$ cat src/rtl/velocity_polar_cartesian_unit_top_assert.svh
// ----------------------------------------------------------------------------
// Velocity unit assertion macros
// Shorthand for clocked, reset-qualified implication checks.
// ----------------------------------------------------------------------------
`ifndef VELOCITY_POLAR_CARTESIAN_UNIT_TOP_ASSERT_SVH
`define VELOCITY_POLAR_CARTESIAN_UNIT_TOP_ASSERT_SVH

// Same-cycle implication.
`define VPC_ASSERT_IMP(label, ante, cons, msg) \
  label: assert property (@(posedge clk) disable iff (!rst_n) (ante) |-> (cons)) \
    else $error(msg);

// Next-cycle implication.
`define VPC_ASSERT_NXT(label, ante, cons, msg) \
  label: assert property (@(posedge clk) disable iff (!rst_n) (ante) |=> (cons)) \
    else $error(msg);

`endif

$ cat src/rtl/vpc_pkg.sv
// ----------------------------------------------------------------------------
// Velocity unit package
// Shared types, operation codes and the whole-degree sine table.
// ----------------------------------------------------------------------------
`timescale 1ns / 1ps
`default_nettype none

package vpc_pkg;

  typedef enum logic [1:0] {
    FUNC_POLAR = 2'd0,
    FUNC_SET_X = 2'd1,
    FUNC_SET_Y = 2'd2,
    FUNC_NOP   = 2'd3
  } func_t;

  typedef enum logic [2:0] {
    ST_IDLE,
    ST_PREP,
    ST_MUL,
    ST_ROUND,
    ST_ROOT_LOAD,
    ST_ROOT,
    ST_FINISH
  } state_t;

  localparam int unsigned SIN_W = 31;
  localparam longint unsigned PI_Q30 = 64'd3373259426;
  localparam longint unsigned ONE_Q30 = 64'd1 << 30;
  localparam logic [30:0] MAG_MAX = 31'h7FFF_FFFF;

  typedef logic [90:0][SIN_W-1:0] sin_tab_t;

  // Unsigned 64-bit long division, used only while the table is built.
  function automatic longint unsigned udiv64(longint unsigned num,
                                             longint unsigned dvs);
    logic [64:0] rem;
    longint unsigned quo;
    rem = '0;
    quo = '0;
    for (int i = 63; i >= 0; i--) begin
      rem = {rem[63:0], num[i]};
      if (rem >= {1'b0, dvs}) begin
        rem    = rem - {1'b0, dvs};
        quo[i] = 1'b1;
      end
    end
    return quo;
  endfunction

  // Sine of each whole degree 0..90 in unsigned Q1.30, odd Taylor series.
  function automatic sin_tab_t build_sin_tab();
    sin_tab_t tab;
    longint unsigned xq;
    longint unsigned x2;
    longint unsigned term;
    longint unsigned den;
    longint sum;
    for (int d = 0; d <= 90; d++) begin
      if (d == 0) begin
        tab[d] = '0;
      end else if (d == 90) begin
        tab[d] = SIN_W'(ONE_Q30);
      end else begin
        xq = udiv64(longint'(d) * PI_Q30 + 64'd90, 64'd180);
        x2 = (xq * xq + (64'd1 << 29)) >> 30;
        term = xq;
        sum = longint'(xq);
        for (int n = 1; n <= 8; n++) begin
          den = longint'((2 * n) * (2 * n + 1)) << 30;
          term = udiv64(term * x2 + (den >> 1), den);
          if ((n & 1) == 1) begin
            sum = sum - longint'(term);
          end else begin
            sum = sum + longint'(term);
          end
        end
        if (sum > longint'(ONE_Q30)) begin
          sum = longint'(ONE_Q30);
        end
        if (sum < 0) begin
          sum = 0;
        end
        tab[d] = SIN_W'(sum);
      end
    end
    return tab;
  endfunction

  localparam sin_tab_t SIN_TAB = build_sin_tab();

endpackage

`default_nettype wire

$ cat src/rtl/vpc_smul.sv
// ----------------------------------------------------------------------------
// Velocity unit serial multiplier
// Unsigned 32 x 32 shift-add multiplier, one multiplier bit per cycle while en is high.
// ----------------------------------------------------------------------------
`timescale 1ns / 1ps
`default_nettype none

module vpc_smul
  import vpc_pkg::*;
(
  input  wire logic        clk,
  input  wire logic        load,
  input  wire logic        en,
  input  wire logic [31:0] a,
  input  wire logic [31:0] b,
  output logic      [63:0] p
);

  logic [31:0] a_r;
  logic [63:0] p_r;
  logic [32:0] add;

  assign add = {1'b0, p_r[63:32]} + (p_r[0] ? {1'b0, a_r} : 33'd0);

  always_ff @(posedge clk) begin
    if (load) begin
      a_r <= a;
      p_r <= {32'd0, b};
    end else if (en) begin
      p_r <= {add, p_r[31:1]};
    end
  end

  assign p = p_r;

endmodule

`default_nettype wire

$ cat config.mk
export PLATFORM = sky130hd
export DESIGN_NAME = vpc_smul
export DESIGN_NICKNAME = d
export VERILOG_FILES = /design/src/rtl/velocity_polar_cartesian_unit_top_assert.svh /design/src/rtl/vpc_pkg.sv /design/src/rtl/vpc_smul.sv
export SDC_FILE = /design/constraint.sdc
export NUM_CORES = 1
export LEC_CHECK = 0
export ABC_AREA = 1
export BUFFER_PORTS_ARGS = -buffer_cell sky130_fd_sc_hd__buf_4
export CELL_PAD_IN_SITES_DETAIL_PLACEMENT = 1
export CELL_PAD_IN_SITES_GLOBAL_PLACEMENT = 1
export CORE_MARGIN = 5
export CORE_UTILIZATION = 39
export DETAILED_ROUTE_END_ITERATION = 6
export GPL_TIMING_DRIVEN = 0
export PLACE_DENSITY = 0.91
export SYNTH_ARGS = -nofsm -noshare
export SYNTH_HDL_FRONTEND = slang
export SYNTH_SLANG_ARGS = --single-unit
$ cat constraint.sdc
create_clock -name clk -period 2.6 [get_ports clk]
set_clock_uncertainty 0.15 [all_clocks]
set_input_delay 0.52 -clock clk [delete_from_list [all_inputs] [get_ports clk]]
set_output_delay 0.52 -clock clk [all_outputs]
set_load 0.05 [all_outputs]
# Yosys cells after proc, flatten, opt, wreduce, memory -nomap -nowiden
# Index checks and enable logic that the tools add are counted.
# word_totals
ramBits	0
romBits	0
word_cells	8
regBits	96
mem_count	0
latch_bits	0
# classes
reduce_logical	1
order_cmp	0
n_bitwise	0
n_eq_ne	0
n_shift	0
n_mux	3
n_div	0
addsub	1
multipliers	0
# ops
op	count
two-way mux 32 bit	3
adder 32 x 32 -> 33 bit	1
nonzero test 2 bit	1

# Depth between registers and ports, before layout
# Gate-level depths: netlist of the first run.
# logic_depth
word_depth	4
depth_mapped	16

# Least setup slack after synthesis of the first run
# OpenSTA, ideal clock, no wires.
# synth_path
path_kind	register to register
from	reg p_r[0], in the netlist p[0]
to	reg p_r[55], in the netlist p[55]
arrival_ps	2235
period_less_slack_ps	2494
path_buffers	1
path_stages_with_launch	15
required_ps	2341
setup_time_ps	109
setup_slack_ps	106
path_cell_list	edfxtp_1 > clkbuf_1 > nand2_1 > inv_1 > fa_1 > nand3_1 > nand3_1 > nand2_1 > nand3_1 > nand2_1 > nand3_1 > nand2_1 > nand3_1 > nand2_1 > inv_1
# synth_via
elab_chain_cells	2
# synth_lines
item	line_no	source
start, declared	vpc_smul.sv:20	logic [63:0] p_r;
start signal, assigned	vpc_smul.sv:28	p_r <= {32'd0, b};
start signal, assigned	vpc_smul.sv:30	p_r <= {add, p_r[31:1]};
two-way mux 32 bit	vpc_smul.sv:23	assign add = {1'b0, p_r[63:32]} + (p_r[0] ? {1'b0, a_r} : 33'd0);
adder 32 x 32 -> 33 bit	vpc_smul.sv:23	
# No other way between the ends.
# A chain may end at the register's enable or synchronous reset.

# Worst setup path in the final report of the first run
# Ends and elaborated chain as after synthesis.

==> results of run 1 <==
-- placed cells by master, fill, tap and decap left out, types with 2 or more instances in the layout --
cell type	instances
nor3_1	3
buf_2	4
o21ai_0	13
clkbuf_16	9
nand2_1	349
nor3_2	2
dfxtp_1	32
buf_4	138
clkinvlp_4	3
nor2_1	56
edfxtp_1	64
nor2_2	17
or2_2	4
nand2_2	20
ha_4	19
o21ai_1	5
ha_1	5
clkinv_4	2
nand3_1	35
buf_6	2
clkbuf_1	10
a21oi_1	19
a32o_1	4
o21bai_1	2
nor2_4	3
nand4_1	3
nand3_2	9
ha_2	8
inv_1	155
xnor2_1	9
clkinv_2	2
a21oi_2	8
-- registers in the layout, summed over array words and instances, names as in the netlist --
name,flops
p,64
a_r,32
-- metrics by stage --
step	TNS [ps]	setup WS [ps]	util, %	hold WS, ps	cell area [um^2]
after global routing	-600.8	-120.5	53.20	170.7	8088
after detailed placement	-28270	-793.6	47.79	329.8	7266
final	0	21.95	53.20	178.0	8088
after floorplan	0	106.1	-	468.9	6062
after global placement	-24000	-715.0	47.79	319.4	7266
after CTS	-13.26	-13.26	50.37	173.7	7657
-- logic make-up (layout without fill, tap and decap cells) --
kind of cell | count (synthesis) | after routing | share of synthesized area [%]
AND/OR/NAND/NOR | 504 | 504 | 33.52
XOR/XNOR | 10 | 10 | 1.445
buffers and inverters | 174 | 329 | 10.86
flip-flops | 96 | 96 | 42.27
AO/OA/AOI/OAI | 54 | 54 | 4.974
adder cells (fa/ha/maj) | 33 | 33 | 6.935
-- what timing repair did --
item | in CTS | in global routing
gates cloned | 1 | 0
endpoints found under the setup margin | 57 | 36
pin swaps | 1 | 7
setup buffers | 6 | 4
resized for setup | 20 | 84
-- worst max path at each step --
stage / end / slack [ps] / depth (start not counted)
final: p[55] / 20 / 15
after global routing: p[62] / -120 / 17
after CTS: p[59] / -10 / 14
after detailed placement: p[24] / -790 / 5
after global placement: p[24] / -710 / 5
after floorplan: p[55] / 110 / 14
-- metal layers --
metal,up-vias,global-route usage (%),wire length [um]
li1,2979,-,-
met1,3042,27.10,8976
met2,225,41.16,11220
met3,55,6.185,1649
met4,0,7.919,755
met5,-,0,0
-- power by group --
group	internal (mW)	total, mW	switching [mW]
clock	0.653	1.29	0.641
sequential	1.79	1.90	0.113
combinational	0.534	1.54	1.00
-- worst max-delay path, delay by kind of cell, from the launching register on --
kind | cells | cell delay (ps)
simple gates | 10 | 1090
buf+inv | 4 | 410
flops | 1 | 430
fa+ha+maj | 1 | 380
-- layout make-up --
cell class / count / area, um^2 / share of cell area (%)
Buffer: 16 / 76.32 / 0.9437
Clock buffer: 10 / 229.0 / 2.831
Clock inverter: 6 / 43.79 / 0.5415
Inverter: 157 / 593.1 / 7.333
Multi-Input combinational cell: 601 / 3281 / 40.56
Sequential cell: 96 / 2562 / 31.68
Tap cell: 188 / 235.2 / 2.908
Timing Repair Buffer: 139 / 1060 / 13.10
Timing Repair inverter: 1 / 7.507 / 0.09282
==> run_results.csv, run 1 <==
group,metric,value,unit
status,status,"complete, no violations",
clock_network,tritoncts,"done",
routing,wl_per_cell,18.62,um
logic_synthesis,synth_top_area_cell,"edfxtp_1",
worst_hold_path,min_from,"a[25]",
floorplan,die_w,134.7,um
critical_path,slowest_delay,430,ps
logic_synthesis,syn_avg_cell_area,6.960,um^2
routing,first_pass_iters,5,
floorplan,start_util,39.88,%
floorplan,core,15200,um^2
cells_and_area,nets,1121,
logic_synthesis,synth-main-ff-cell,"edfxtp_1",
logic_synthesis,synth_area,6062,um^2
sta,period_minus_slack,2578,ps
sta,relSlewSlack,44.10,%
sta,finalSetupViolCount,0,
critical_path,path_class,"register to register",
placed_design,dp.final_hpwl,15.42,mm
critical_path,worstPathRequired,2720,ps
logic_synthesis,ys_ff_latch,96,
routing,post_drt_via_cell_ratio,5.190,
flow_run,cap_violations,0,
logic_synthesis,syn_inst,871,
worst_hold_path,hp-class,"input pin to register",
critical_path,r2r-end,"p[55]",
logic_synthesis,yosysSeqAreaShare,42.27,%
clock_network,h-tree-depth,3,
power,ir_worst_vdd,0.6456,mV
logic_synthesis,synthTopCellsByArea,"edfxtp_1 32%, nand2_1 23%, dfxtp_1 11%, inv_1 9.7%, ha_1 6.6%",
critical_path,regToRegStartpoint,"p[0]",
logic_synthesis,synth-edff-count,64,
floorplan,rows,45,
global_route,grt_overflow,0,
sta,tightest_slew,835.4,ps
clock_network,ctsHoldBuffers,0,
critical_path,cp-startpoint,"p[0]",
clock_network,cts-root-buf,"clkbuf_16",
worst_hold_path,min_to,"a_r[25]",
logic_synthesis,yosys-top-cells-count,"366 x nand2_1, 156 x inv_1, 71 x nor2_1",
critical_path,crit_path_end_kind,"register",
floorplan,die_height,134.7,um
critical_path,r2r_cells,15,
clock_network,clock_sinks,96,
global_route,grt_pass1_wl,33.21,mm
logic_synthesis,post-synth-top-area-fraction,31.70,%
logic_synthesis,synth_fp_nets,971,
clock_network,path_clk_slew,80,ps
cells_and_area,fill_cells,1933,
placed_design,placed_cells,1188,
cells_and_area,num_antenna_cells,0,
cells_and_area,area_growth,33.42,%
placed_design,finalWeightedCongestion,0.8942,
power,power_density,584.8,nW/um^2
power,p_total,4.730,mW
routing,drc,0,
cells_and_area,drive_above_1_share,25.15,%
clock_network,clk_path_buf_depth,2,
floorplan,die_area,18140,um^2
logic_synthesis,yosysWarningCount,0,
logic_synthesis,synth.most_common_cell,"nand2_1",
sta,max_freq,387.9,MHz
worst_hold_path,holdPathStages,1,
logic_synthesis,synth.distinct_cells,29,
critical_path,cp_max_fo,10,
placed_design,port_buffers,129,
global_route,grt_max_degree,34,
routing,vias,6301,
critical_path,crit_chain,"buf_6, buf_6, nand2_1, inv_1, fa_2, nand3_1, nand3_2, nand2_2, nand3_4, nand2_2, nand3_1, nand2_1, nand3_1, nand2_1, inv_1",
global_route,antenna_found_initial,0,
routing,ant_nets,0,
clock_network,cts_made_buffers,9,
sta,hold_viol,0,
sta,drv_slew,0,
critical_path,critical_path_arrival,2690,ps
global_route,grtUsageTotal,23.22,%
critical_path,r2r_setup_slack,20,ps
cells_and_area,finalNonFillerCells,1214,
critical_path,slowest_stage,"edfxtp_1",
routing,drt-total-wl,22.60,mm
logic_synthesis,async_flop_share,0,%
sta,min_period_over_period,99.16,%
clock_network,clock_latency,370,ps
power,p_leak,4.284,nW
routing,drt_iter0_markers,397,
floorplan,ios,131,
global_route,grt_pass1_vias,6510,
critical_path,critPathLaunchType,"register",
Power figures use the tool's default switching activity.
==> inputs of run 2 (changes only) <==
--- a/config.mk
+++ b/config.mk
@@ -11,8 +11,10 @@
 export CELL_PAD_IN_SITES_GLOBAL_PLACEMENT = 1
 export CORE_MARGIN = 5
 export CORE_UTILIZATION = 39
+export CTS_BUF_LIST = sky130_fd_sc_hd__clkbuf_4 sky130_fd_sc_hd__clkbuf_8 sky130_fd_sc_hd__clkbuf_16
 export DETAILED_ROUTE_END_ITERATION = 6
 export GPL_TIMING_DRIVEN = 0
+export MAX_ROUTING_LAYER = met4
 export PLACE_DENSITY = 0.91
 export SYNTH_ARGS = -nofsm -noshare
 export SYNTH_HDL_FRONTEND = slang
==> constraint.sdc (replaced) <==
create_clock -name clk -period 2.55 [get_ports clk]
set_clock_uncertainty 0.15 [all_clocks]
set_input_delay 0.51 -clock clk [delete_from_list [all_inputs] [get_ports clk]]
set_output_delay 0.51 -clock clk [all_outputs]
set_load 0.05 [all_outputs]
==> run 2 against run 1 <==
Against the previous run:
- the run now ends with negative setup slack left
- clock power rose by 22%
- highest routed layer unchanged
- register-to-register slack got worse by 150 ps
- combinational power rose by 5%
- fmax fell by 3.7%
- non-clock buffer count rose by 3
- power rose by 8.6%
- global-route usage rose by 0.83 points
- via count rose by 2.4%
- utilization rose by 1.1 points
- critical path depth fell by 1
- cell area rose by 2.1%
==> run_results.csv, run 2 (synthesized netlist as in run 1, its figures left out) <==
group,metric,value,unit
clock_network,h-tree-depth,3,
routing,ant_nets,0,
power,p_total,5.135,mW
critical_path,critical_path_arrival,2800,ps
cells_and_area,final_cell_mix,"333 x nand2_1, 154 x inv_1, 139 x buf_4, 64 x edfxtp_1, 54 x nor2_1",
cells_and_area,num_antenna_cells,0,
clock_network,clk_path_buf_depth,2,
routing,drc,0,
sta,layout_setup_ws,-128.4,ps
power,p_sw,1.877,mW
cells_and_area,final_common_cell,"nand2_1",
flow_run,cap_violations,0,
routing,drt-total-wl,23.69,mm
sta,relSlewSlack,43.95,%
sta,tightest_slew,837.6,ps
power,clkPwrFrac,30.8,%
floorplan,die_w,134.7,um
placed_design,placed_cells,1188,
critical_path,crit_chain,"buf_6, buf_8, nand2_1, inv_1, ha_4, nand2_1, nand2_1, o21bai_1, a21oi_1, nand3_1, nand2_1, nand3_1, nand2_1, inv_1",
routing,vias,6454,
routing,post_drt_via_cell_ratio,5.303,
cells_and_area,drive_above_1_share,28.09,%
critical_path,cp_max_fo,10,
sta,min_period_over_period,105.0,%
sta,rsz0062_at_grt,"true",
sta,finalSetupViolCount,4,
sta,hold_ws,161.1,ps
power,power_frac_seq,37.7,%
global_route,grt_overflow,0,
routing,drt_iter0_markers,382,
clock_network,clock_latency,370,ps
critical_path,worst-path-buf-inv,4,
sta,max_freq,373.4,MHz
global_route,grt_pass1_wl,33.42,mm
routing,wl_per_cell,19.47,um
cells_and_area,nets,1124,
power,ir_worst_vdd,0.3959,mV
cells_and_area,largest_reg_flops,64,
critical_path,worstPathRequired,2670,ps
sta,hold_viol,0,
placed_design,finalWeightedCongestion,0.9055,
sta,drv_slew,0,
clock_network,tritoncts,"done",
power,combPwrFrac,31.5,%
critical_path,slowest_stage,"edfxtp_1",
critical_path,path_delay_family,"simple AND/OR/NAND/NOR gates",
power,p_int,3.257,mW
cells_and_area,area_growth,36.18,%
clock_network,ctsHoldBuffers,0,
power,swShare,36.56,%
critical_path,worst_path_most_repeated_cell,"nand2_1",
sta,period_minus_slack,2678,ps
critical_path,critPathLaunchType,"register",
global_route,grt_max_degree,34,
floorplan,die_height,134.7,um
worst_hold_path,hp-class,"input pin to register",
critical_path,slowest_delay,480,ps
placed_design,dp.final_hpwl,15.63,mm
global_route,grt_pass1_vias,6646,
clock_network,cts-root-buf,"clkbuf_16",
floorplan,rows,45,
clock_network,clock_sinks,96,
status,status,"finished with violations",
cells_and_area,finalNonFillerCells,1217,
power,power_density,622.0,nW/um^2
placed_design,dp_worst_setup_slack,-896.5,ps
power,p_leak,4.336,nW
floorplan,die_area,18140,um^2
floorplan,core,15200,um^2
placed_design,port_buffers,129,
floorplan,ios,131,
critical_path,path_class,"register to register",
routing,first_pass_iters,5,
status,violations,"negative setup slack",
critical_path,crit_path_end_kind,"register",
clock_network,cts_made_buffers,9,
global_route,antenna_found_initial,0,
floorplan,start_util,39.88,%
global_route,grtUsageTotal,24.04,%
clock_network,path_clk_slew,80,ps
## run 2: repair_timing
action,in CTS,in global routing
hold endpoints to repair,0,0
buffers inserted,5,7
gates cloned,1,0
setup endpoints to repair,60,51
pin swaps,4,10
resized for setup,46,88
## run 2: final timing paths
path,startpoint,cells after the start,to,slack [ps]
max,p[0],14,p[56],-130
min,a[10],1,a_r[10],160
max reg2reg,p[0],14,p[56],-130
min reg2reg,p[41],2,p[41],360
## run 2: stage by stage
step | instance area (um^2) | TNS [ps] | util [%]
after floorplan | 6062 | 0 | -
after global placement | 7266 | -25670 | 47.79
after detailed placement | 7266 | -34160 | 47.79
after CTS | 7839 | 0 | 51.56
after global routing | 8255 | -1077 | 54.30
final | 8255 | -187.6 | 54.30
## run 2: final cells by class
cell class	instances	area [um^2]
repair inverters	1	7.507
clock inverters	7	102.6
well taps	188	235.2
flip-flops and latches	96	2562
repair buffers	141	1075
fillers	1890	6947
multi-input cells	601	3359
plain buffers	17	95.09
clock buffers	9	225.2
inverters	157	593.1
## run 2: metal layers
layer  vias up  track usage (%)  share of wire (%)
li1       2985                -                  -
met1      3117            27.50                 40
met2       280            41.47                 49
met3        72            5.365                7.3
met4         0            8.597                3.6
met5         -                -                  0
## run 2: power groups by stage
stage          combinational [mW]  sequential (mW)  clock [mW]
2_1_floorplan               0.553             2.28           0
3_3_place_gp                 1.32             1.94           0
3_5_place_dp                 1.37             1.95           0
4_1_cts                      1.45             1.92        1.56
5_1_grt                      1.72             1.95        1.63
6_report                     1.62             1.94        1.58
